## config.mk

```make
export PLATFORM = sky130hd
export DESIGN_NAME = rtm_lane
export DESIGN_NICKNAME = d
export VERILOG_FILES = /design/src/rtm_pkg.sv /design/src/rtm_lane.sv
export SDC_FILE = /design/constraint.sdc
export NUM_CORES = 2
export LEC_CHECK = 0
export ABC_AREA = 1
export BUFFER_PORTS_ARGS = -buffer_cell sky130_fd_sc_hd__clkbuf_2
export CAP_MARGIN = 20
export CORE_MARGIN = 5
export CORE_UTILIZATION = 60
export CTS_CLUSTER_SIZE = 16
export DETAILED_ROUTE_END_ITERATION = 12
export PLACE_DENSITY = 0.76
export SYNTH_ARGS = -nofsm -noshare
export SYNTH_HDL_FRONTEND = slang
export SYNTH_SLANG_ARGS = --single-unit
```

## constraint.sdc

```tcl
create_clock -name i_clk -period 10.1 [get_ports i_clk]
set_input_delay 2.02 -clock i_clk [delete_from_list [all_inputs] [get_ports i_clk]]
set_output_delay 2.02 -clock i_clk [all_outputs]
set_load 0.005 [all_outputs]
```

## src/rtm_pkg.sv

```systemverilog
// Shared definitions for the extended Reinhard tone mapper.
// Holds default widths, opcodes, state encodings and lane control/status structs.
package rtm_pkg;

    localparam int RTM_IN_BITS   = 24;
    localparam int RTM_FRAC_BITS = 16;
    localparam int RTM_LANES     = 3;
    // digit width of the shift-add multiplier in each lane
    localparam int RTM_DIG_W     = 8;

    localparam logic OP_MEASURE = 1'b0;
    localparam logic OP_MAP     = 1'b1;

    typedef enum logic [2:0] {
        L_IDLE,
        L_SQUARE,
        L_SETUP,
        L_MUL,
        L_CHECK,
        L_DIV,
        L_DONE
    } t_lane_state;

    typedef enum logic {
        T_IDLE,
        T_BUSY
    } t_top_state;

    typedef struct packed {
        logic start;
        logic ack;
    } t_lane_ctl;

    typedef struct packed {
        logic done;
        logic clip;
    } t_lane_sts;

endpackage

```

## src/rtm_lane.sv

```systemverilog
// One channel lane: squares the white, forms numerator and denominator with a digit-serial
// multiplier, then runs a restoring divider unless the white is zero or the value saturates. Depends on rtm_pkg.
module rtm_lane import rtm_pkg::*; #(
    parameter int IN_BITS   = RTM_IN_BITS,
    parameter int FRAC_BITS = RTM_FRAC_BITS
) (
    input  logic               i_clk,
    input  logic               i_rst_n,
    input  t_lane_ctl          i_ctl,
    input  logic [IN_BITS-1:0] i_c,
    input  logic [IN_BITS-1:0] i_w,
    output t_lane_sts          o_sts,
    output logic [FRAC_BITS:0] o_q
);

    localparam int S_W   = ((2*IN_BITS > IN_BITS+FRAC_BITS) ? 2*IN_BITS
                                                            : IN_BITS+FRAC_BITS) + 1;
    localparam int ACC_W = S_W + IN_BITS;
    localparam int NDIG  = (IN_BITS + RTM_DIG_W - 1) / RTM_DIG_W;
    localparam int MPL_W = NDIG * RTM_DIG_W;
    localparam int CNT_W = $clog2(FRAC_BITS + 1);
    localparam int Q_W   = FRAC_BITS + 1;

    t_lane_state          r_state, n_state;
    logic [IN_BITS-1:0]   r_c, n_c;
    logic [IN_BITS-1:0]   r_w, n_w;
    logic [2*IN_BITS-1:0] r_w2, n_w2;
    logic [ACC_W-1:0]     r_mcn, n_mcn;
    logic [ACC_W-1:0]     r_mcd, n_mcd;
    logic [ACC_W-1:0]     r_acc_n, n_acc_n;
    logic [ACC_W-1:0]     r_acc_d, n_acc_d;
    logic [MPL_W-1:0]     r_mpl, n_mpl;
    logic [CNT_W-1:0]     r_cnt, n_cnt;
    logic [Q_W-1:0]       r_q, n_q;
    logic                 r_clip, n_clip;

    logic [ACC_W+RTM_DIG_W-1:0] w_pn;
    logic [ACC_W+RTM_DIG_W-1:0] w_pd;
    logic [ACC_W:0]             w_trial;
    logic [ACC_W:0]             w_diff;
    logic                       w_ge;

    assign w_pn    = r_mcn * r_mpl[RTM_DIG_W-1:0];
    assign w_pd    = r_mcd * r_mpl[RTM_DIG_W-1:0];
    // first quotient bit compares the remainder unshifted
    assign w_trial = (r_cnt == '0) ? {1'b0, r_acc_n} : {r_acc_n, 1'b0};
    assign w_ge    = w_trial >= {1'b0, r_acc_d};
    assign w_diff  = w_trial - {1'b0, r_acc_d};

    always_ff @(posedge i_clk) begin
        if (!i_rst_n) begin
            r_state <= L_IDLE;
        end else begin
            r_state <= n_state;
        end
    end

    always_ff @(posedge i_clk) begin
        r_c     <= n_c;
        r_w     <= n_w;
        r_w2    <= n_w2;
        r_mcn   <= n_mcn;
        r_mcd   <= n_mcd;
        r_acc_n <= n_acc_n;
        r_acc_d <= n_acc_d;
        r_mpl   <= n_mpl;
        r_cnt   <= n_cnt;
        r_q     <= n_q;
        r_clip  <= n_clip;
    end

    always_comb begin
        n_state = r_state;
        n_c     = r_c;
        n_w     = r_w;
        n_w2    = r_w2;
        n_mcn   = r_mcn;
        n_mcd   = r_mcd;
        n_acc_n = r_acc_n;
        n_acc_d = r_acc_d;
        n_mpl   = r_mpl;
        n_cnt   = r_cnt;
        n_q     = r_q;
        n_clip  = r_clip;
        unique case (r_state)
            L_IDLE: begin
                if (i_ctl.start) begin
                    n_c     = i_c;
                    n_w     = i_w;
                    n_state = L_SQUARE;
                end
            end
            L_SQUARE: begin
                n_w2    = r_w * r_w;
                n_state = L_SETUP;
            end
            L_SETUP: begin
                // numerator factor W^2 + C*F, denominator W^2*(F + C) seeded with W^2*F
                n_mcn   = ACC_W'(r_w2) + (ACC_W'(r_c) << FRAC_BITS);
                n_mcd   = ACC_W'(r_w2);
                n_acc_n = '0;
                n_acc_d = ACC_W'(r_w2) << FRAC_BITS;
                n_mpl   = MPL_W'(r_c);
                n_cnt   = '0;
                n_state = L_MUL;
            end
            L_MUL: begin
                n_acc_n = r_acc_n + w_pn[ACC_W-1:0];
                n_acc_d = r_acc_d + w_pd[ACC_W-1:0];
                n_mcn   = r_mcn << RTM_DIG_W;
                n_mcd   = r_mcd << RTM_DIG_W;
                n_mpl   = r_mpl >> RTM_DIG_W;
                n_cnt   = r_cnt + 1'b1;
                if (r_cnt == CNT_W'(NDIG - 1)) begin
                    n_state = L_CHECK;
                end
            end
            L_CHECK: begin
                n_cnt  = '0;
                n_q    = '0;
                n_clip = 1'b0;
                if (r_w == '0) begin
                    n_state = L_DONE;
                end else if (r_acc_n > r_acc_d) begin
                    // exact value above one: saturate
                    n_clip  = 1'b1;
                    n_q     = Q_W'(1) << FRAC_BITS;
                    n_state = L_DONE;
                end else begin
                    n_state = L_DIV;
                end
            end
            L_DIV: begin
                n_acc_n = w_ge ? w_diff[ACC_W-1:0] : w_trial[ACC_W-1:0];
                n_q     = {r_q[Q_W-2:0], w_ge};
                n_cnt   = r_cnt + 1'b1;
                if (r_cnt == CNT_W'(FRAC_BITS)) begin
                    n_state = L_DONE;
                end
            end
            L_DONE: begin
                // hold the result until the merge stage takes it
                if (i_ctl.ack) begin
                    n_state = L_IDLE;
                end
            end
            default: begin
                n_state = L_IDLE;
            end
        endcase
    end

    assign o_sts.done = (r_state == L_DONE);
    assign o_sts.clip = r_clip;
    assign o_q        = r_q;

`ifndef SYNTH
    a_clip_full: assert property (@(posedge i_clk) disable iff (!i_rst_n)
        (r_state == L_DONE && r_clip) |-> (r_q == (Q_W'(1) << FRAC_BITS)))
        else $error("clipped lane result is not full scale");

    a_q_range: assert property (@(posedge i_clk) disable iff (!i_rst_n)
        (r_state == L_DONE) |-> (r_q <= (Q_W'(1) << FRAC_BITS)))
        else $error("lane quotient above one");

    a_zero_white: assert property (@(posedge i_clk) disable iff (!i_rst_n)
        (r_state == L_DONE && r_w == '0) |-> (r_q == '0 && !r_clip))
        else $error("zero white did not give zero");
`endif

endmodule

```

# --- Yosys cells after proc, flatten, opt, wreduce, memory -nomap -nowiden ---
# Cells that the tools add are included.
totals:
  word_cells: 64
  in_bits: 52
  ff_bits: 438
  out_inout_bits: 19
classes:
  n_reduce_logical: 11
  order_cmp: 2
  add_sub_neg: 5
  muxes: 19
  multipliers: 3
  n_eq_ne: 12
op_table:
  columns: ["operator", "n"]
  rows:
  - ["73-bit one-hot mux with 2 select lines", 3]
  - ["73-bit one-hot mux with 3 select lines", 1]
  - ["73-bit adder", 2]
  - ["73-bit by 8-bit multiplier with 73-bit output", 2]
  - ["74-bit by 73-bit >= comparator with 1-bit output", 1]
  - ["74-bit 2-to-1 mux", 1]
  - ["73-bit greater-than comparator", 1]
  - ["73-bit 2-to-1 mux", 1]
  - ["73-bit subtractor", 1]
  - ["48-bit by 40-bit adder with 49-bit output", 1]
  - ["24-bit by 24-bit multiplier with 48-bit output", 1]
  - ["24-bit one-hot mux with 2 select lines", 1]
  - ["17-bit 2-to-1 mux", 2]
  - ["17-bit one-hot mux with 2 select lines", 1]
  - ["24-bit logical NOT", 1]
  - ["3-bit one-hot mux with 7 select lines", 1]
  - ["3-bit 2-to-1 mux", 4]
  - ["5-bit one-hot mux with 2 select lines", 1]
  - ["3-bit == test, second input constant", 3]
  - ["2-bit inequality test, second input constant", 4]
  - ["3-bit by 2-bit == test with 1-bit output, second input constant", 2]
  - ["2-bit nonzero test", 3]
  - ["5-bit by 1-bit adder with 5-bit output, second input constant", 1]
  - ["5-bit by 2-bit == test with 1-bit output, second input constant", 1]
  - ["other kinds (10)", 12]

# --- Logic depth before layout (Yosys ltp) ---
depth:
  ltp_word: 5
  depth_mapped: 32
  mapped_depth_nobuf: 30

# --- Worst setup path before layout ---
# No wires, ideal clock.
synth_path:
  path_type: "flip-flop to flip-flop"
  startpoint: "reg r_w[12]"
  endpoint: "reg r_w2[31], data pin"
  required_ns: 9.835
  stages_incl_launch_ff: 28
  path_slack_ns: 3.715
  synth_period_minus_slack_ns: 6.385
  t_arrival_ns: 6.120
  setup_time_ns: 0.265
  n_path_buf: 2
  cell_sequence: "edfxtp_1 clkbuf_1 clkbuf_1 nand2_1 inv_1 fa_1 fa_1 inv_1 fa_1 inv_1 fa_1 inv_1 fa_1 inv_1 fa_1 inv_1 fa_1 inv_1 ha_1 a21oi_1 inv_1 a31oi_1 o21ai_0 nand2_1 o211ai_1 a21oi_1 o21ai_0 xor2_1"
synth_via:
  elab_chain_len: 1
synth_rtl:
  columns: ["item", "line_no", "source"]
  rows:
  - ["from (decl)", "rtm_lane.sv:26", "logic [IN_BITS-1:0] r_w, n_w;"]
  - ["from (signal assigned)", "rtm_lane.sv:60", "r_w <= n_w;"]
  - ["24-bit by 24-bit multiplier with 48-bit output", "rtm_lane.sv:94", "n_w2 = r_w * r_w;"]
  - ["to (signal assigned)", "rtm_lane.sv:61", "r_w2 <= n_w2;"]
  - ["to (decl)", "rtm_lane.sv:27", "logic [2*IN_BITS-1:0] r_w2, n_w2;"]
# Every way passes these cells.
# A chain may end at the register's enable or synchronous reset.

# --- Worst setup path in the final report ---
layout_path:
  startpoint: "reg r_mpl[2]"
  endpoint: "reg r_acc_n[57], data pin"
layout_via:
  elab_chain_len: 3
layout_rtl:
  columns: ["item", "line_no", "source"]
  rows:
  - ["from (decl)", "rtm_lane.sv:32", "logic [MPL_W-1:0] r_mpl, n_mpl;"]
  - ["from (signal assigned)", "rtm_lane.sv:66", "r_mpl <= n_mpl;"]
  - ["73-bit by 8-bit multiplier with 73-bit output", "rtm_lane.sv:43", "assign w_pn = r_mcn * r_mpl[RTM_DIG_W-1:0];"]
  - ["73-bit adder", "rtm_lane.sv:108", "n_acc_n = r_acc_n + w_pn[ACC_W-1:0];"]
  - ["73-bit one-hot mux with 3 select lines", "rtm_lane.sv:85", "unique case (r_state)"]
  - ["via n_acc_n[57]", "rtm_lane.sv:30", "logic [ACC_W-1:0] r_acc_n, n_acc_n;"]
  - ["to (signal assigned)", "rtm_lane.sv:64", "r_acc_n <= n_acc_n;"]
  - ["to (decl)", "rtm_lane.sv:30", null]
# The timed path passes the listed nets, and every way through them passes these cells.

==> run summary <==
The run finished with clean final reports. TritonCTS built the clock tree. Global routing used 44.0% of the available tracks. For this run, asynchronously set or reset flops after synthesis account for 0%.

By area the synthesized netlist is led by sky130_fd_sc_hd__fa_1 (33%), sky130_fd_sc_hd__edfxtp_1 (15%), sky130_fd_sc_hd__inv_1 (12%). The run gives 420 as the number of clock sinks. The placeable core region was 0.134 mm². The width of the die came out at 377 µm. Based on the critical path, the design can be clocked at up to 0.132 GHz.

The tools report the final cell count without fillers as 12293. Cell at the root of the clock tree: sky130_fd_sc_hd__clkbuf_16. For the number of placement rows, the log shows 134. The clock tree synthesis step divided the H-tree into 2 levels. The number of max-cap violations is 0, and the area share of the largest cell type after synthesis is 32.8%.

Walking the worst path, the cells encountered are buf_4 > nand2_1 > inv_1 > fa_1 > inv_1 > fa_1 > fa_1 > inv_1 > fa_1 > ha_1 > a21oi_1 > o21ai_0 > a21oi_1 > nor2_1 > nor2_1 > nand3_1 > nand2_1 > nand2_1 > o21ai_0 > nand2_1. Once placement finished, the instance area stood at 0.0825 mm². Dividing the detail-routed via count by the number of cells gives 5.93. In the final layout, the share of cells above drive strength 1 is 2.43%. STA puts the critical path data arrival time at 8.00 ns. The source of the critical timing path was r_mpl[2]$_DFFE_PP_. The number of buffers and inverters on the critical path came out at 4. The clock-pin transition on the worst setup and hold timing paths is 0.06 ns. The startpoint of the worst hold path is r_mpl[14]$_DFFE_PP_. After legalization and detailed placement, the total HPWL measured 251000 µm.

The run gives 10.52 ns as the required time at the endpoint of the critical path. For the count of synthesis-stage warnings from yosys, the log shows 0. The tools report the number of distinct standard cells referenced by the synthesized netlist as 50.

The biggest area contributor in the post-synthesis netlist is sky130_fd_sc_hd__fa_1. The total count of max-transition violations in the final report is 0, and the number of hold-repair buffers added at the cts stage is 0. For this block, the routed nets add up to 307000 µm of wire. The weighted congestion reported at the end of routability-driven placement was 1.13; the number of I/O port buffers was 70. Synthesis handed over a netlist of 10651 instances.

Grouping stages by cell kind, the critical path spends the most delay in simple AND/OR/NAND/NOR gates. After clock tree synthesis, the setup repair step added 0 buffers. Detailed-routing iteration count for the pre-antenna-repair pass: 9. The worst setup path is captured at a register. No sink is reached through more buffers than the 3 on the longest clock path. Starting utilization of the core area: 60.5%. The post-detailed-route count of antenna-violating nets was 0.

Between clock sinks in the finished design, the worst skew comes to 0.0387 ns. The worst register-to-register path begins at r_mpl[2]$_DFFE_PP_. The tools report the type of origin of the critical path as a register. The first routing iteration left 7593 violations. The number of vias in the routed layout was 72867; the count of cells resized by post-cts repair was 0.

Dividing the detail-routed wire length by the instance count gives 25.0 µm. Synthesis inferred 420 register bits. The final design instance area without fill was 0.0844 mm². The die height works out to 377 µm. In this design, the stage delay of the slowest critical-path cell is 1.01 ns.

Of all nets on the critical path, the largest fanout is 38. Sequential cells were found to cover 15.6% of the synthesized design area. For the largest net degree at the start of global routing, the log shows 130.

Number of global-route vias before repair: 76200. Flip-flop cell with the highest count after synthesis: sky130_fd_sc_hd__edfxtp_1. After detailed routing, the number of remaining DRC violations is 0. The net total in the final layout was 12363. The critical path in this run is classified as register to register.

Setup repair after global routing left no endpoint under its margin. The number of filler instances in the final layout was 11830. For the pin with the worst max-slew slack, the measured transition is 1.33 ns. Setup violations remaining at the end of the flow were counted as 0.

The tools report the die outline area as 0.142 mm². In this run the worst hold path is classified as register to register. The run gives 18 as the initial antenna violation count. In this run, synthesis inferred 417 flip-flops with an integrated enable.

The logs give 0 for the total global routing overflow and 10.8% for the worst slew slack as a fraction of its limit. The minimum period implied by the final worst setup slack is 7.58 ns, and the layout-stage area growth over the synthesis result is 4.40%. Clock tree synthesis inserted a total of 56 buffers. Summed over all failing endpoints, the final setup total negative slack is 0 ns. The run gives 0.70 ns as the clock latency at the later pin of the worst-skew pair. Among all stages on the critical path, the largest delay is contributed by sky130_fd_sc_hd__nor2_1.

The tools report the netlist area before placement as 0.0808 mm². Share of the cycle needed by the critical path after routing: 75.1%. After synthesis, the mean cell area works out to 7.59 µm². Counting tap cells, the placed design contains a total of 12174 instances. The wire length of the first global-routing pass is 465000 µm. The final hold violation count was 0. In this run the count of I/O pins placed on the die edge is 71.
[placed cells by master, fill, tap and decap left out, types with 33 or more instances in the layout]
| cell type | n |
|---|---|
| sky130_fd_sc_hd__xor2_1 | 54 |
| sky130_fd_sc_hd__fa_1 | 1324 |
| sky130_fd_sc_hd__a21o_1 | 33 |
| sky130_fd_sc_hd__nand3b_1 | 73 |
| sky130_fd_sc_hd__nor2_1 | 792 |
| sky130_fd_sc_hd__nor3_1 | 47 |
| sky130_fd_sc_hd__clkbuf_2 | 70 |
| sky130_fd_sc_hd__o21ai_0 | 589 |
| sky130_fd_sc_hd__buf_4 | 51 |
| sky130_fd_sc_hd__ha_1 | 514 |
| sky130_fd_sc_hd__edfxtp_1 | 417 |
| sky130_fd_sc_hd__inv_1 | 2631 |
| sky130_fd_sc_hd__nand4_1 | 54 |
| sky130_fd_sc_hd__clkbuf_16 | 57 |
| sky130_fd_sc_hd__nand2_1 | 2573 |
| sky130_fd_sc_hd__xnor2_1 | 81 |
| sky130_fd_sc_hd__a21oi_1 | 610 |
| sky130_fd_sc_hd__nand3_1 | 256 |
[layout make-up]
type                            instances  area [µm²]  area share (%)
Clock buffer                           72        1490            1.77
Timing Repair Buffer                  135         917            1.09
Clock inverter                         30         285           0.338
Tap cell                             1768        2210            2.62
Antenna cell                            9        22.5          0.0267
Sequential cell                       420       12600            14.9
Inverter                             2640        9910            11.7
Multi-Input combinational cell       7219       57000            67.5
[cell usage after synthesis (2+ instances only)]
cell,number
sky130_fd_sc_hd__fa_1,1324
sky130_fd_sc_hd__a21oi_1,610
sky130_fd_sc_hd__inv_2,7
sky130_fd_sc_hd__o21ai_0,592
sky130_fd_sc_hd__a31oi_1,17
sky130_fd_sc_hd__dfxtp_1,3
sky130_fd_sc_hd__nand4_1,54
sky130_fd_sc_hd__nand3_1,256
sky130_fd_sc_hd__buf_2,6
sky130_fd_sc_hd__buf_6,6
sky130_fd_sc_hd__and2_1,3
sky130_fd_sc_hd__nand2_1,2573
sky130_fd_sc_hd__xor2_1,54
sky130_fd_sc_hd__edfxtp_1,417
sky130_fd_sc_hd__ha_1,515
sky130_fd_sc_hd__o21a_1,23
sky130_fd_sc_hd__o21ai_1,28
sky130_fd_sc_hd__clkbuf_1,325
sky130_fd_sc_hd__o211ai_1,15
sky130_fd_sc_hd__nor3b_1,2
sky130_fd_sc_hd__or2_2,15
sky130_fd_sc_hd__o221ai_1,2
sky130_fd_sc_hd__o21bai_1,32
sky130_fd_sc_hd__a21o_1,33
sky130_fd_sc_hd__nand2_2,2
sky130_fd_sc_hd__nor2_1,794
sky130_fd_sc_hd__clkbuf_2,2
sky130_fd_sc_hd__nand3b_1,73
sky130_fd_sc_hd__o31ai_1,4
sky130_fd_sc_hd__and3_1,4
sky130_fd_sc_hd__nor4_1,29
sky130_fd_sc_hd__inv_1,2632
sky130_fd_sc_hd__a21boi_1,2
sky130_fd_sc_hd__a211oi_1,2
sky130_fd_sc_hd__nor3_1,51
sky130_fd_sc_hd__a21boi_0,17
sky130_fd_sc_hd__xnor2_1,81
sky130_fd_sc_hd__buf_1,34
[final timing paths]
| kind | endpoint | slack (ns) | cells past startpoint |
|---|---|---|---|
| max | r_acc_n[57]$_DFFE_PP_ | 2.52 | 20 |
| min | r_mpl[6]$_DFFE_PP_ | 0.52 | 2 |
| max reg2reg | r_acc_n[57]$_DFFE_PP_ | 2.52 | 20 |
| min reg2reg | r_mpl[6]$_DFFE_PP_ | 0.52 | 2 |
[logic make-up after synthesis]
logic type	synth area share, %
other cells	0.00464
xor+xnor	1.46
simple gates	19.1
buf+inv	14.1
fa+ha+maj	40.8
flops	15.6
compound gates	9.00
[worst register-to-register path, delay by kind of cell, from the launching register on]
kind	cells	cell delay, ns
DFF	1	0.68
adders and majority gates	5	2.18
and+or+nand+nor	7	2.41
buffers and inverters	4	0.81
AOI/OAI and AO/OA	4	1.24
[metal layers]
layer	global-route usage, %	up-vias	routed length (µm)
met5	0	-	89
met4	31.1	14	28200
met3	14.1	1256	35800
met2	69.8	4495	138000
met1	50.8	35332	105000
li1	-	31770	-
[stage by stage]
step,setup slack (ns),util [%],hold slack (ns)
2_1_floorplan,3.71,-,0.424
3_3_place_gp,2.80,61.7,0.499
3_5_place_dp,2.74,61.7,0.508
4_1_cts,2.72,63.1,0.525
5_1_grt,2.20,63.1,0.549
6_report,2.52,63.1,0.522
[sequential cells by signal, indices dropped and copies added, names as in the netlist, 3 cells and up]
register / cells
r_mcn: 64
r_c: 24
r_cnt: 5
o_q: 17
r_mpl: 24
r_state: 3
r_w2: 47
r_w: 24
r_acc_n: 73
r_mcd: 65
r_acc_d: 73
Power is not shown: default switching activity piles up to over one toggle a cycle in this logic, so the estimate is an artifact.
