### config.mk
export PLATFORM = sky130hd
export DESIGN_NAME = rtm_merge_flat
export DESIGN_NICKNAME = d
export VERILOG_FILES = /design/src/rtm_pkg.sv /design/src/rtm_if.sv /design/src/rtm_merge.sv /design/src/flat_wrapper.sv
export SDC_FILE = /design/constraint.sdc
export NUM_CORES = 1
export LEC_CHECK = 0
export ABC_AREA = 1
export BUFFER_PORTS_ARGS = -buffer_cell sky130_fd_sc_hd__buf_2
export CAP_MARGIN = 20
export CORE_ASPECT_RATIO = 0.6
export CORE_MARGIN = 8
export CORE_UTILIZATION = 40
export DETAILED_ROUTE_END_ITERATION = 8
export GPL_TIMING_DRIVEN = 0
export HOLD_SLACK_MARGIN = 0.12
export PLACE_DENSITY = 0.78
export SLEW_MARGIN = 5
export SYNTH_ARGS = -nofsm -noshare
export SYNTH_HDL_FRONTEND = slang
export SYNTH_SLANG_ARGS = --single-unit
### constraint.sdc
create_clock -name i_clk -period 3.11 [get_ports i_clk]
set_input_delay 0.622 -clock i_clk [delete_from_list [all_inputs] [get_ports i_clk]]
set_output_delay 0.622 -clock i_clk [all_outputs]
set_load 0.05 [all_outputs]
### src/rtm_pkg.sv
// Shared definitions for the extended Reinhard tone mapper.
// Holds default widths, opcodes, state encodings and lane control/status structs.
package rtm_pkg;

    localparam int RTM_IN_BITS   = 24;
    localparam int RTM_FRAC_BITS = 16;
    localparam int RTM_LANES     = 3;
    // digit width of the shift-add multiplier in each lane
    localparam int RTM_DIG_W     = 8;

    localparam logic OP_MEASURE = 1'b0;
    localparam logic OP_MAP     = 1'b1;

    typedef enum logic [2:0] {
        L_IDLE,
        L_SQUARE,
        L_SETUP,
        L_MUL,
        L_CHECK,
        L_DIV,
        L_DONE
    } t_lane_state;

    typedef enum logic {
        T_IDLE,
        T_BUSY
    } t_top_state;

    typedef struct packed {
        logic start;
        logic ack;
    } t_lane_ctl;

    typedef struct packed {
        logic done;
        logic clip;
    } t_lane_sts;

endpackage

### src/rtm_if.sv


interface rtm_out_if import rtm_pkg::*; #(
    parameter int FRAC_BITS = RTM_FRAC_BITS
) ();
    logic               valid;
    logic               ready;
    logic [FRAC_BITS:0] red_out;
    logic [FRAC_BITS:0] green_out;
    logic [FRAC_BITS:0] blue_out;
    logic               clipped;

    modport source (output valid, red_out, green_out, blue_out, clipped, input ready);
    modport sink   (input valid, red_out, green_out, blue_out, clipped, output ready);
endinterface

### src/rtm_merge.sv
// Merge stage: combines the lane results and clip flags into the output register.
// Depends on rtm_pkg and rtm_out_if.
module rtm_merge import rtm_pkg::*; #(
    parameter int FRAC_BITS = RTM_FRAC_BITS
) (
    input  logic               i_clk,
    input  logic               i_rst_n,
    input  t_lane_sts          i_sts [RTM_LANES],
    input  logic [FRAC_BITS:0] i_q [RTM_LANES],
    output logic               o_take,
    rtm_out_if.source          o_map
);

    logic               r_valid;
    logic [FRAC_BITS:0] r_q [RTM_LANES];
    logic               r_clip;
    logic               w_all_done;
    logic               w_clip_any;

    always_comb begin
        w_all_done = 1'b1;
        w_clip_any = 1'b0;
        for (int k = 0; k < RTM_LANES; k++) begin
            w_all_done = w_all_done & i_sts[k].done;
            w_clip_any = w_clip_any | i_sts[k].clip;
        end
    end

    // load when the register is empty or its transfer completes this cycle
    assign o_take = w_all_done && (!r_valid || o_map.ready);

    always_ff @(posedge i_clk) begin
        if (!i_rst_n) begin
            r_valid <= 1'b0;
        end else if (o_take) begin
            r_valid <= 1'b1;
        end else if (o_map.ready) begin
            r_valid <= 1'b0;
        end
    end

    always_ff @(posedge i_clk) begin
        if (o_take) begin
            r_q    <= i_q;
            r_clip <= w_clip_any;
        end
    end

    assign o_map.valid     = r_valid;
    assign o_map.red_out   = r_q[0];
    assign o_map.green_out = r_q[1];
    assign o_map.blue_out  = r_q[2];
    assign o_map.clipped   = r_clip;

endmodule

### src/flat_wrapper.sv
// flat-port wrapper written by rule: the top's interface ports become plain ports
module rtm_merge_flat import rtm_pkg::*;
#(
    parameter int FRAC_BITS = RTM_FRAC_BITS
)
  (i_clk, i_rst_n, i_sts, i_q, o_take, o_map_valid, o_map_red_out, o_map_green_out, o_map_blue_out, o_map_clipped, o_map_ready);
  rtm_out_if #(.FRAC_BITS(FRAC_BITS)) o_map_i ();
  input  logic i_clk;
  input  logic i_rst_n;
  input  t_lane_sts i_sts[RTM_LANES];
  input  logic [FRAC_BITS:0] i_q[RTM_LANES];
  output logic o_take;
  output wire logic [$bits(o_map_i.valid)-1:0] o_map_valid;
  output wire logic [$bits(o_map_i.red_out)-1:0] o_map_red_out;
  output wire logic [$bits(o_map_i.green_out)-1:0] o_map_green_out;
  output wire logic [$bits(o_map_i.blue_out)-1:0] o_map_blue_out;
  output wire logic [$bits(o_map_i.clipped)-1:0] o_map_clipped;
  input wire logic [$bits(o_map_i.ready)-1:0] o_map_ready;
  assign o_map_valid = o_map_i.valid;
  assign o_map_red_out = o_map_i.red_out;
  assign o_map_green_out = o_map_i.green_out;
  assign o_map_blue_out = o_map_i.blue_out;
  assign o_map_clipped = o_map_i.clipped;
  assign o_map_i.ready = o_map_ready;
  rtm_merge #(.FRAC_BITS(FRAC_BITS)) u_core (.i_clk(i_clk), .i_rst_n(i_rst_n), .i_sts(i_sts), .i_q(i_q), .o_take(o_take), .o_map(o_map_i));
endmodule
Word-level counts from Yosys, hierarchy flattened --
Index checks and enable logic that the tools add are counted.
Storage, ports and cells: register bits after elaboration 53, latch bits 0, memory bits (writable) 0, memory bits (read-only) 0, bits of input ports 60, output and inout bits 54, memories kept 0
Cells by class: add/sub/neg operators 0, multiply operators 0, div/mod/pow operators 0, order comparisons 0, equal/unequal tests 0, shifts and indexed selects 0, mux-type cells 2, bitwise operators 4, reductions and logical operators 4
Operators with widths (count):
- $and A1 B1 Y1 | 2
- $mux W1 | 2
- $or A1 B1 Y1 | 2
- $reduce_bool A2 Y1 | 1
- $logic_and A1 B1 Y1 | 1
- $logic_not A1 Y1 | 1
- $logic_or A1 B1 Y1 | 1

Logic depth before layout (Yosys ltp) --
Gate-level depths: netlist (run 1).
word-level depth 4, mapped depth 3, gate-level depth less buffers 3

Worst setup path before layout (run 1) --
OpenSTA, ideal clock, no wires.
path kind in2out, start point input i_sts[5] (netlist name), end point output o_take, data arrival time 2.517 ns, required time 2.488 ns, slack -0.029 ns, cell stages on the path 2, path buffers 0, cell sequence nand3_2 -> a21oi_2
On the way: word-level cells in the longest chain between the ends 3
Ends and longest elaborated chain:
- start: declaration | line flat_wrapper.sv:10 | input t_lane_sts i_sts[RTM_LANES];
- $and A1 B1 Y1 (2 in a row) | line rtm_merge.sv:24 | w_all_done = w_all_done & i_sts[k].done;
- $logic_and A1 B1 Y1 | line rtm_merge.sv:30 | assign o_take = w_all_done && (!r_valid || o_map.ready);
- end: declaration | line flat_wrapper.sv:12 | output logic o_take;
Every way passes these cells.

Worst setup path in the final report (run 1) --
Same ends and word-level chain as after synthesis.

==> results of run 1 <==
-- synthesized netlist by cell type (all sizes together) --
| master | number |
|---|---|
| nand2 | 2 |
| dfxtp | 1 |
| inv | 3 |
| nand3 | 1 |
| nor2 | 1 |
| edfxtp | 52 |
| a21oi | 2 |
-- metrics by stage --
stage	util (%)	setup WS [ns]	cell area, um^2	cells
after detailed placement	57.1	0.442	2290	226
after floorplan	-	0.636	1640	62
final	59.3	0.473	2380	234
after global routing	59.3	0.347	2380	234
after CTS	59.3	0.446	2380	234
after global placement	56.6	0.0378	2270	225
-- power by group through the flow --
stage	Sequential, mW	Clock [mW]	Combinational, mW
floorplan	0.898	0	0.0129
global placement	0.828	0	0.136
detailed placement	0.829	0	0.143
CTS	0.813	0.392	0.142
global route	0.815	0.415	0.148
finish	0.812	0.379	0.141
-- metal layers --
metal  wire length [um]  global-route usage (%)
met2               1970                    21.5
met4                 20                    3.98
met1               1350                    11.1
met3                677                    10.7
met5                  0                       0
-- worst reg2reg max path: stages (launching register included) --
cell     delay, ns
dfxtp_1       0.36
a21oi_4       0.62
buf_12        0.29
-- registers in the layout (all words and copies together) (netlist names) --
name / count
u_core.o_map.blue_out: 17
u_core.o_map.clipped: 1
u_core.o_map.green_out: 17
u_core.o_map.red_out: 17
u_core.o_map.valid: 1
-- final cells by class --
class | count | area share [%]
repair buffers | 114 | 24.6
well taps | 50 | 2.63
clock buffers | 5 | 2.89
inverters | 3 | 0.474
clock inverters | 3 | 0.895
flip-flops and latches | 53 | 66.5
multi-input cells | 6 | 1.95
-- worst max-delay path by stage --
stage                     endpoint  slack, ns  cells past startpoint
final                       o_take       0.47                      5
after global routing        o_take       0.35                      5
after global placement      o_take       0.04                      4
after floorplan             o_take       0.64                      2
after detailed placement    o_take       0.44                      5
after CTS                   o_take       0.45                      5
-- cell families after synthesis --
| logic type | count (synthesis) | share of synthesized area, % |
|---|---|---|
| buffers and inverters | 3 | 0.690 |
| AOI/OAI and AO/OA | 2 | 1.07 |
| and+or+nand+nor | 4 | 1.30 |
| DFF | 53 | 96.9 |
==> results.sh, run 1 <==
export IMPL_outcome="completed"
export IMPL_diodes=0
export IMPL_slowest_delay_ns=0.60
export IMPL_cp_top_family="buffers and inverters"
export IMPL_p_sw_share_pct=24.3
export IMPL_max_slew_margin_pct=49.9
export IMPL_die_area_um2=6450
export IMPL_firstDrtPassIters=4
export IMPL_p_switching_mw=0.323
export IMPL_clk_path_buf_depth=2
export IMPL_initial_utilization_pct=40.7
export IMPL_dieHeight_um=65.5
export IMPL_post_cts_setup_buffers=0
export IMPL_slowest_stage="a21oi_4"
export IMPL_ant_nets=0
export IMPL_drt_iter0_drc=29
export IMPL_dieWidth_um=98.5
export IMPL_total_leakage_power_nw=1.01
export IMPL_multiInputGateArea_um2=46.3
export IMPL_seqPwrFrac_pct=61.0
export IMPL_syn_area_per_cell_um2=26.3
export IMPL_ys_types=8
export IMPL_portBuffers=113
export IMPL_grt_first_pass_wirelength_mm=6.10
export IMPL_num_io_pins=114
export IMPL_track_usage_pct=12.7
export IMPL_syn_area_um2=1630
export IMPL_cap_violations=0
export IMPL_ir_worst_vdd_mv=0.337
export IMPL_regToRegSetupSlack_ns=1.54
export IMPL_syn_inst=62
export IMPL_synth_area_leaders="edfxtp_1 (96%), dfxtp_1 (1.2%), a21oi_2 (1.1%)"
export IMPL_clk_insertion_delay_late_ns=0.30
export IMPL_finalNetCount=243
export IMPL_worst_pin_slew_ns=0.749
export IMPL_min_path_type="in -> reg"
export IMPL_num_vias=1021
export IMPL_synth_top_area_share_pct=95.7
export IMPL_grt_pass1_vias=1193
export IMPL_gr_total_overflow=0
export IMPL_fin_tns_setup_ns=0
export IMPL_ctsHtreeMaxLevel=2
export IMPL_slew_violations=0
export IMPL_ys_seq_area_share_pct=96.9
export IMPL_wl_per_cell_um=17.2
export IMPL_critical_path_arrival_ns=2.01
export IMPL_seq_area_um2=1580
export IMPL_whs_path_depth=1
export IMPL_end_kind="primary output"
export IMPL_rows=18
export IMPL_p_comb_share_pct=10.6
export IMPL_finalWirelength_mm=4.02
export IMPL_reg2regPathDepth=2
export IMPL_setup_viol=0
export IMPL_reg2reg_to="u_core.o_map.red_out[1]"
export IMPL_report_power_total_mw=1.33
export IMPL_worstHoldEndpoint="u_core.o_map.green_out[13]"
export IMPL_fmax_mhz=379
export IMPL_layout_common_cells="buf_2 (113), edfxtp_1 (52), clkbuf_8 (5)"
export IMPL_viasPerCell=4.36
export IMPL_finalHoldViolCount=0
export IMPL_cts_tree="done"
export IMPL_worstSetupStartpoint="i_sts[5]"
export IMPL_path_class="in -> out"
export IMPL_final_common_cell="buf_2"
export IMPL_skew_ns=0.00584
export IMPL_drc_errors=0
export IMPL_ys_warnings_count=0
export IMPL_cpMostUsedCell="buf_2"
export IMPL_rsz0062_at_grt="false"
export IMPL_crit_chain="buf_2 -> nand3_2 -> a21oi_4 -> buf_12 -> buf_2"
export IMPL_cts_sinks=53
export IMPL_fillers=340
export IMPL_ctsResizeCount=0
export IMPL_core_um2=4010
export IMPL_hold_worst_slack_ns=0.489
export IMPL_p_int_mw=1.01
export IMPL_grt_max_degree=33
export IMPL_cts_inserted_buffers=5
export IMPL_fin_crit_sh_pct=84.8
export IMPL_area_growth_pct=45.7
export IMPL_cellPowerDensity_nw_per_um2=560
export IMPL_ctsHoldBuffers=0
export IMPL_clkPwrFrac_pct=28.5
export IMPL_critical_path_max_fanout=32
export IMPL_synthesis_nets=122
export IMPL_cts_root_buf="clkbuf_8"
export IMPL_hold_start="i_q[30]"
export IMPL_critPathBufInv=3
export IMPL_synth_top_area_cell="edfxtp_1"
export IMPL_antenna_found_initial=0
export IMPL_cp_data_required_time_ns=2.49
export IMPL_clkSlewWorstSetupHoldPaths_ns=0.10
export IMPL_drive_gt1_share_pct=68.5
export IMPL_reg2reg_from="u_core.o_map.valid"
export IMPL_fin_crit_ns=2.64
export IMPL_startpoint_type="primary input"
export IMPL_gp_congestion=0.685
export IMPL_ys_seq_elements=53
Power figures use the tool's default switching activity.
==> inputs of run 2 (changes only) <==
ABC_AREA = 0   (was 1)
PLACE_DENSITY = 0.79   (was 0.78)
clock period = 2.6 ns   (was 3.11 ns; I/O delays follow)
==> results.sh, run 2 <==
export IMPL_outcome="completed"
export IMPL_gr_total_overflow=0
export IMPL_cp_data_required_time_ns=2.08
export IMPL_layout_common_cells="buf_2 (113), edfxtp_1 (52), clkbuf_8 (5)"
export IMPL_async_flop_share_pct=0
export IMPL_grtUsageMet2_pct=19.5
export IMPL_drt_iter0_drc=21
export IMPL_worst_pin_slew_ns=0.597
export IMPL_cpMostUsedCell="buf_2"
export IMPL_firstDrtPassIters=3
export IMPL_die_area_um2=6390
export IMPL_finalHoldViolCount=0
export IMPL_path_class="in -> out"
export IMPL_min_path_type="in -> reg"
export IMPL_cts_sinks=53
export IMPL_rows=18
export IMPL_cap_violations=0
export IMPL_end_kind="primary output"
export IMPL_slowest_delay_ns=0.52
export IMPL_grt_max_degree=35
export IMPL_place_ws_ns=0.209
export IMPL_finalWirelength_mm=3.92
export IMPL_critical_path_arrival_ns=1.84
export IMPL_grt_pass1_vias=1116
export IMPL_ys_seq_elements=53
export IMPL_slowest_stage="nor2b_4"
export IMPL_ctsHtreeMaxLevel=2
export IMPL_max_slew_margin_pct=60.1
export IMPL_synthesis_nets=118
export IMPL_ys_types=7
export IMPL_crit_chain="buf_2 -> nand3_1 -> nor2b_4 -> buf_12 -> buf_2"
export IMPL_synth_top_area_cell="edfxtp_1"
export IMPL_ant_nets=0
export IMPL_diodes=0
export IMPL_num_vias=1007
export IMPL_clk_path_buf_depth=2
export IMPL_cellPowerDensity_nw_per_um2=715
export IMPL_rsz0062_at_grt="false"
export IMPL_antenna_found_initial=0
export IMPL_clk_insertion_delay_late_ns=0.30
export IMPL_fmax_mhz=423
export IMPL_synth_edff_count=52
export IMPL_area_growth_pct=48.0
export IMPL_num_io_pins=114
export IMPL_cts_tree="done"
export IMPL_wl_per_cell_um=17.1
export IMPL_ys_warnings_count=0
export IMPL_portBuffers=113
export IMPL_synth_most_common_cell="edfxtp_1"
export IMPL_design_area_um2=2390
export IMPL_dieWidth_um=98.0
export IMPL_startpoint_type="primary input"
export IMPL_grtUsageMet1_pct=10.8
export IMPL_drive_gt1_share_pct=68.3
export IMPL_clkSlewWorstSetupHoldPaths_ns=0.10
export IMPL_dieHeight_um=65.2
export IMPL_cts_root_buf="clkbuf_8"
export IMPL_viasPerCell=4.38
export IMPL_synth_area_leaders="edfxtp_1 (97%), dfxtp_1 (1.2%), a21boi_0 (0.47%)"
export IMPL_finalNetCount=239
export IMPL_instances_no_fill=230
export IMPL_fillers=326
export IMPL_initial_utilization_pct=40.5
export IMPL_syn_area_um2=1610
export IMPL_setup_viol=0
export IMPL_drc_errors=0
export IMPL_total_leakage_power_nw=1.02
export IMPL_met3_usage_pct=12.1
export IMPL_final_common_cell="buf_2"
export IMPL_core_um2=3990
export IMPL_ys_seq_area_share_pct=98.1
export IMPL_ctsHoldBuffers=0
export IMPL_dpl_instance_area_um2=2270
export IMPL_cts_inserted_buffers=5
export IMPL_syn_area_per_cell_um2=27.8
export IMPL_ir_worst_vdd_mv=0.432
export IMPL_syn_inst=58
export IMPL_setup_ws_ns=0.236
export IMPL_top_usage_layer="met2"
export IMPL_slew_violations=0
export IMPL_ctsResizeCount=0
export IMPL_fin_crit_sh_pct=90.9
export IMPL_report_power_total_mw=1.71
export IMPL_dp_cells=222
export IMPL_critical_path_max_fanout=34
export IMPL_grt_first_pass_wirelength_mm=5.92
export IMPL_skew_ns=0.00358
export IMPL_gp_congestion=0.687
export IMPL_post_cts_setup_buffers=0
export IMPL_fin_crit_ns=2.36
export IMPL_track_usage_pct=12.5
export IMPL_synth_top_area_share_pct=96.8
export IMPL_synth_ff_type="edfxtp_1"
## run 2: critical path: cells and delay by family
kind                   cells  cell delay [ns]
AND/OR/NAND/NOR            2             0.65
buffers and inverters      3             0.66
## run 2: cell type report
type	count	area, um^2	area share [%]
clock buffers	5	68.8	2.88
clock inverters	3	50.0	2.10
multi-input cells	5	38.8	1.62
flip-flops and latches	53	1580	66.2
well taps	50	62.6	2.62
repair buffers	114	586	24.5
## run 2: logic make-up (layout without fill, tap and decap cells)
| family | Yosys count | after routing | synth area share, % |
|---|---|---|---|
| AO/OA/AOI/OAI | 1 | 1 | 0.466 |
| buffers and inverters | 0 | 122 | 0 |
| flip-flops | 53 | 53 | 98.1 |
| AND/OR/NAND/NOR | 4 | 4 | 1.47 |
## run 2: power by group
part	total (mW)	internal, mW	switching, mW
Sequential	0.971	0.966	0.00480
Clock	0.570	0.295	0.275
Combinational	0.165	0.0496	0.115
## run 2: path summary, 6_finish.rpt
path                            cells past startpoint                  endpoint               start  slack [ns]
worst max-delay path                                5                    o_take            i_sts[5]        0.24
worst min-delay path                                1  u_core.o_map.red_out[15]             i_q[49]        0.38
worst max register to register                      3   u_core.o_map.red_out[0]  u_core.o_map.valid        1.08
worst min register to register                      2        u_core.o_map.valid  u_core.o_map.valid        0.51
## run 2: metal layers
layer | part of all wire, % | vias up
li1 | - | 472
met1 | 33 | 466
met2 | 46 | 65
met3 | 20 | 4
met4 | 1.4 | 0
met5 | 0 | -
## run 2: through the flow
stage / hold slack, ns / TNS [ns] / util (%)
2_1_floorplan: 0.619 / 0 / -
3_3_place_gp: 0.491 / -0.176 / 56.4
3_5_place_dp: 0.506 / 0 / 56.9
4_1_cts: 0.373 / 0 / 59.9
5_1_grt: 0.361 / 0 / 59.9
6_report: 0.383 / 0 / 59.9
==> inputs of run 3 (changes only) <==
SETUP_SLACK_MARGIN = 0.5   (was default)
clock period = 2.45 ns   (was 2.6 ns; I/O delays follow)
==> results.sh, run 3 (synthesis results as in run 2) <==
export IMPL_cp_top_family="buffers and inverters"
export IMPL_dieHeight_um=65.2
export IMPL_multiInputGateArea_um2=60.1
export IMPL_drt_iter0_drc=46
export IMPL_die_area_um2=6390
export IMPL_dieWidth_um=98.0
export IMPL_cts_inserted_buffers=5
export IMPL_ctsResizeCount=0
export IMPL_area_growth_pct=47.9
export IMPL_critical_path_arrival_ns=1.15
export IMPL_outcome="completed"
export IMPL_post_cts_setup_buffers=1
export IMPL_critPathBufInv=2
export IMPL_wl_per_cell_um=17.3
export IMPL_slowest_delay_ns=0.27
export IMPL_num_io_pins=114
export IMPL_critical_path_max_fanout=3
export IMPL_min_path_type="in -> reg"
export IMPL_setup_viol=0
export IMPL_seq_area_um2=1580
export IMPL_fin_crit_sh_pct=67.1
export IMPL_path_class="in -> out"
export IMPL_ir_worst_vdd_mv=0.471
export IMPL_track_usage_pct=12.4
export IMPL_hold_worst_slack_ns=0.361
export IMPL_place_ws_ns=0.256
export IMPL_cts_tree="done"
export IMPL_layout_common_cells="buf_2 (113), edfxtp_1 (52), clkbuf_8 (5)"
export IMPL_finalNetCount=241
export IMPL_end_kind="primary output"
export IMPL_cts_root_buf="clkbuf_8"
export IMPL_final_common_cell="buf_2"
export IMPL_core_um2=3990
export IMPL_setup_ws_ns=0.807
export IMPL_fmax_mhz=609
export IMPL_clk_insertion_delay_late_ns=0.30
export IMPL_fillers=314
export IMPL_fin_tns_setup_ns=0
export IMPL_clkSlewWorstSetupHoldPaths_ns=0.09
export IMPL_drive_gt1_share_pct=69.8
export IMPL_total_leakage_power_nw=1.02
export IMPL_grt_first_pass_wirelength_mm=5.88
export IMPL_startpoint_type="primary input"
export IMPL_initial_utilization_pct=40.5
export IMPL_num_vias=1023
export IMPL_grt_max_degree=28
export IMPL_cellPowerDensity_nw_per_um2=700
export IMPL_dpl_instance_area_um2=2280
export IMPL_max_slew_margin_pct=59.3
export IMPL_ctsHoldBuffers=0
export IMPL_ant_nets=0
export IMPL_fin_crit_ns=1.64
export IMPL_finalHoldViolCount=0
export IMPL_rows=18
export IMPL_design_area_um2=2380
export IMPL_cpMostUsedCell="buf_2"
export IMPL_gr_total_overflow=0
export IMPL_grt_pass1_vias=1173
export IMPL_gp_congestion=0.663
export IMPL_skew_ns=0.00433
export IMPL_cp_data_required_time_ns=1.96
export IMPL_worst_pin_slew_ns=0.607
export IMPL_finalWirelength_mm=4.02
export IMPL_diodes=0
export IMPL_cap_violations=0
export IMPL_rsz0062_at_grt="false"
export IMPL_portBuffers=113
export IMPL_slew_violations=0
export IMPL_crit_chain="buf_2 -> nand3_2 -> nor2b_4 -> buf_2"
export IMPL_ctsHtreeMaxLevel=2
export IMPL_clk_path_buf_depth=2
export IMPL_viasPerCell=4.41
export IMPL_drc_errors=0
export IMPL_report_power_total_mw=1.67
export IMPL_slowest_stage="buf_2"
export IMPL_cts_sinks=53
export IMPL_firstDrtPassIters=5
export IMPL_antenna_found_initial=0
==> run 3: changes by cell type in the layout (fill, tap and decap cells not counted), sizes merged <==
cell    before  now
buf        114  115
nor2b        1    2
bufinv       1    0
inv          1    0
clkinv       1    3
==> run 3: layout make-up <==
cell class                      instances  share of cell area, %
Clock buffer                            5                   2.89
Clock inverter                          3                  0.735
Multi-Input combinational cell          6                   2.52
Sequential cell                        53                   66.4
Tap cell                               50                   2.62
Timing Repair Buffer                  115                   24.9
==> run 3: power breakdown <==
part | total [mW] | internal (mW) | leakage, nW | switching (mW)
clock network | 0.460 | 0.198 | 0.0455 | 0.263
registers | 1.03 | 1.03 | 0.487 | 0.00591
logic | 0.179 | 0.0548 | 0.489 | 0.124
==> run 3: metrics by stage <==
stage / util, % / std cells
after global routing: 59.8 / 232
after CTS: 59.8 / 232
after global placement: 56.7 / 221
after detailed placement: 57.3 / 222
after floorplan: - / 58
final: 59.8 / 232
==> run 3: metal layers <==
layer / vias to the layer above / global-route usage [%] / wire [um]
li1: 476 / - / -
met1: 472 / 9.94 / 1240
met2: 70 / 20.5 / 1970
met3: 5 / 11.7 / 754
met4: 0 / 5.78 / 47
met5: - / 0 / 0
==> run 3: path summary, 6_finish.rpt <==
check / to / slack [ns] / cells after the start / startpoint
max: o_take / 0.81 / 4 / i_sts[5]
min reg2reg: u_core.o_map.valid / 0.52 / 2 / u_core.o_map.valid
max reg2reg: u_core.o_map.green_out[6] / 1.13 / 4 / u_core.o_map.valid
min: u_core.o_map.blue_out[7] / 0.36 / 1 / i_q[7]
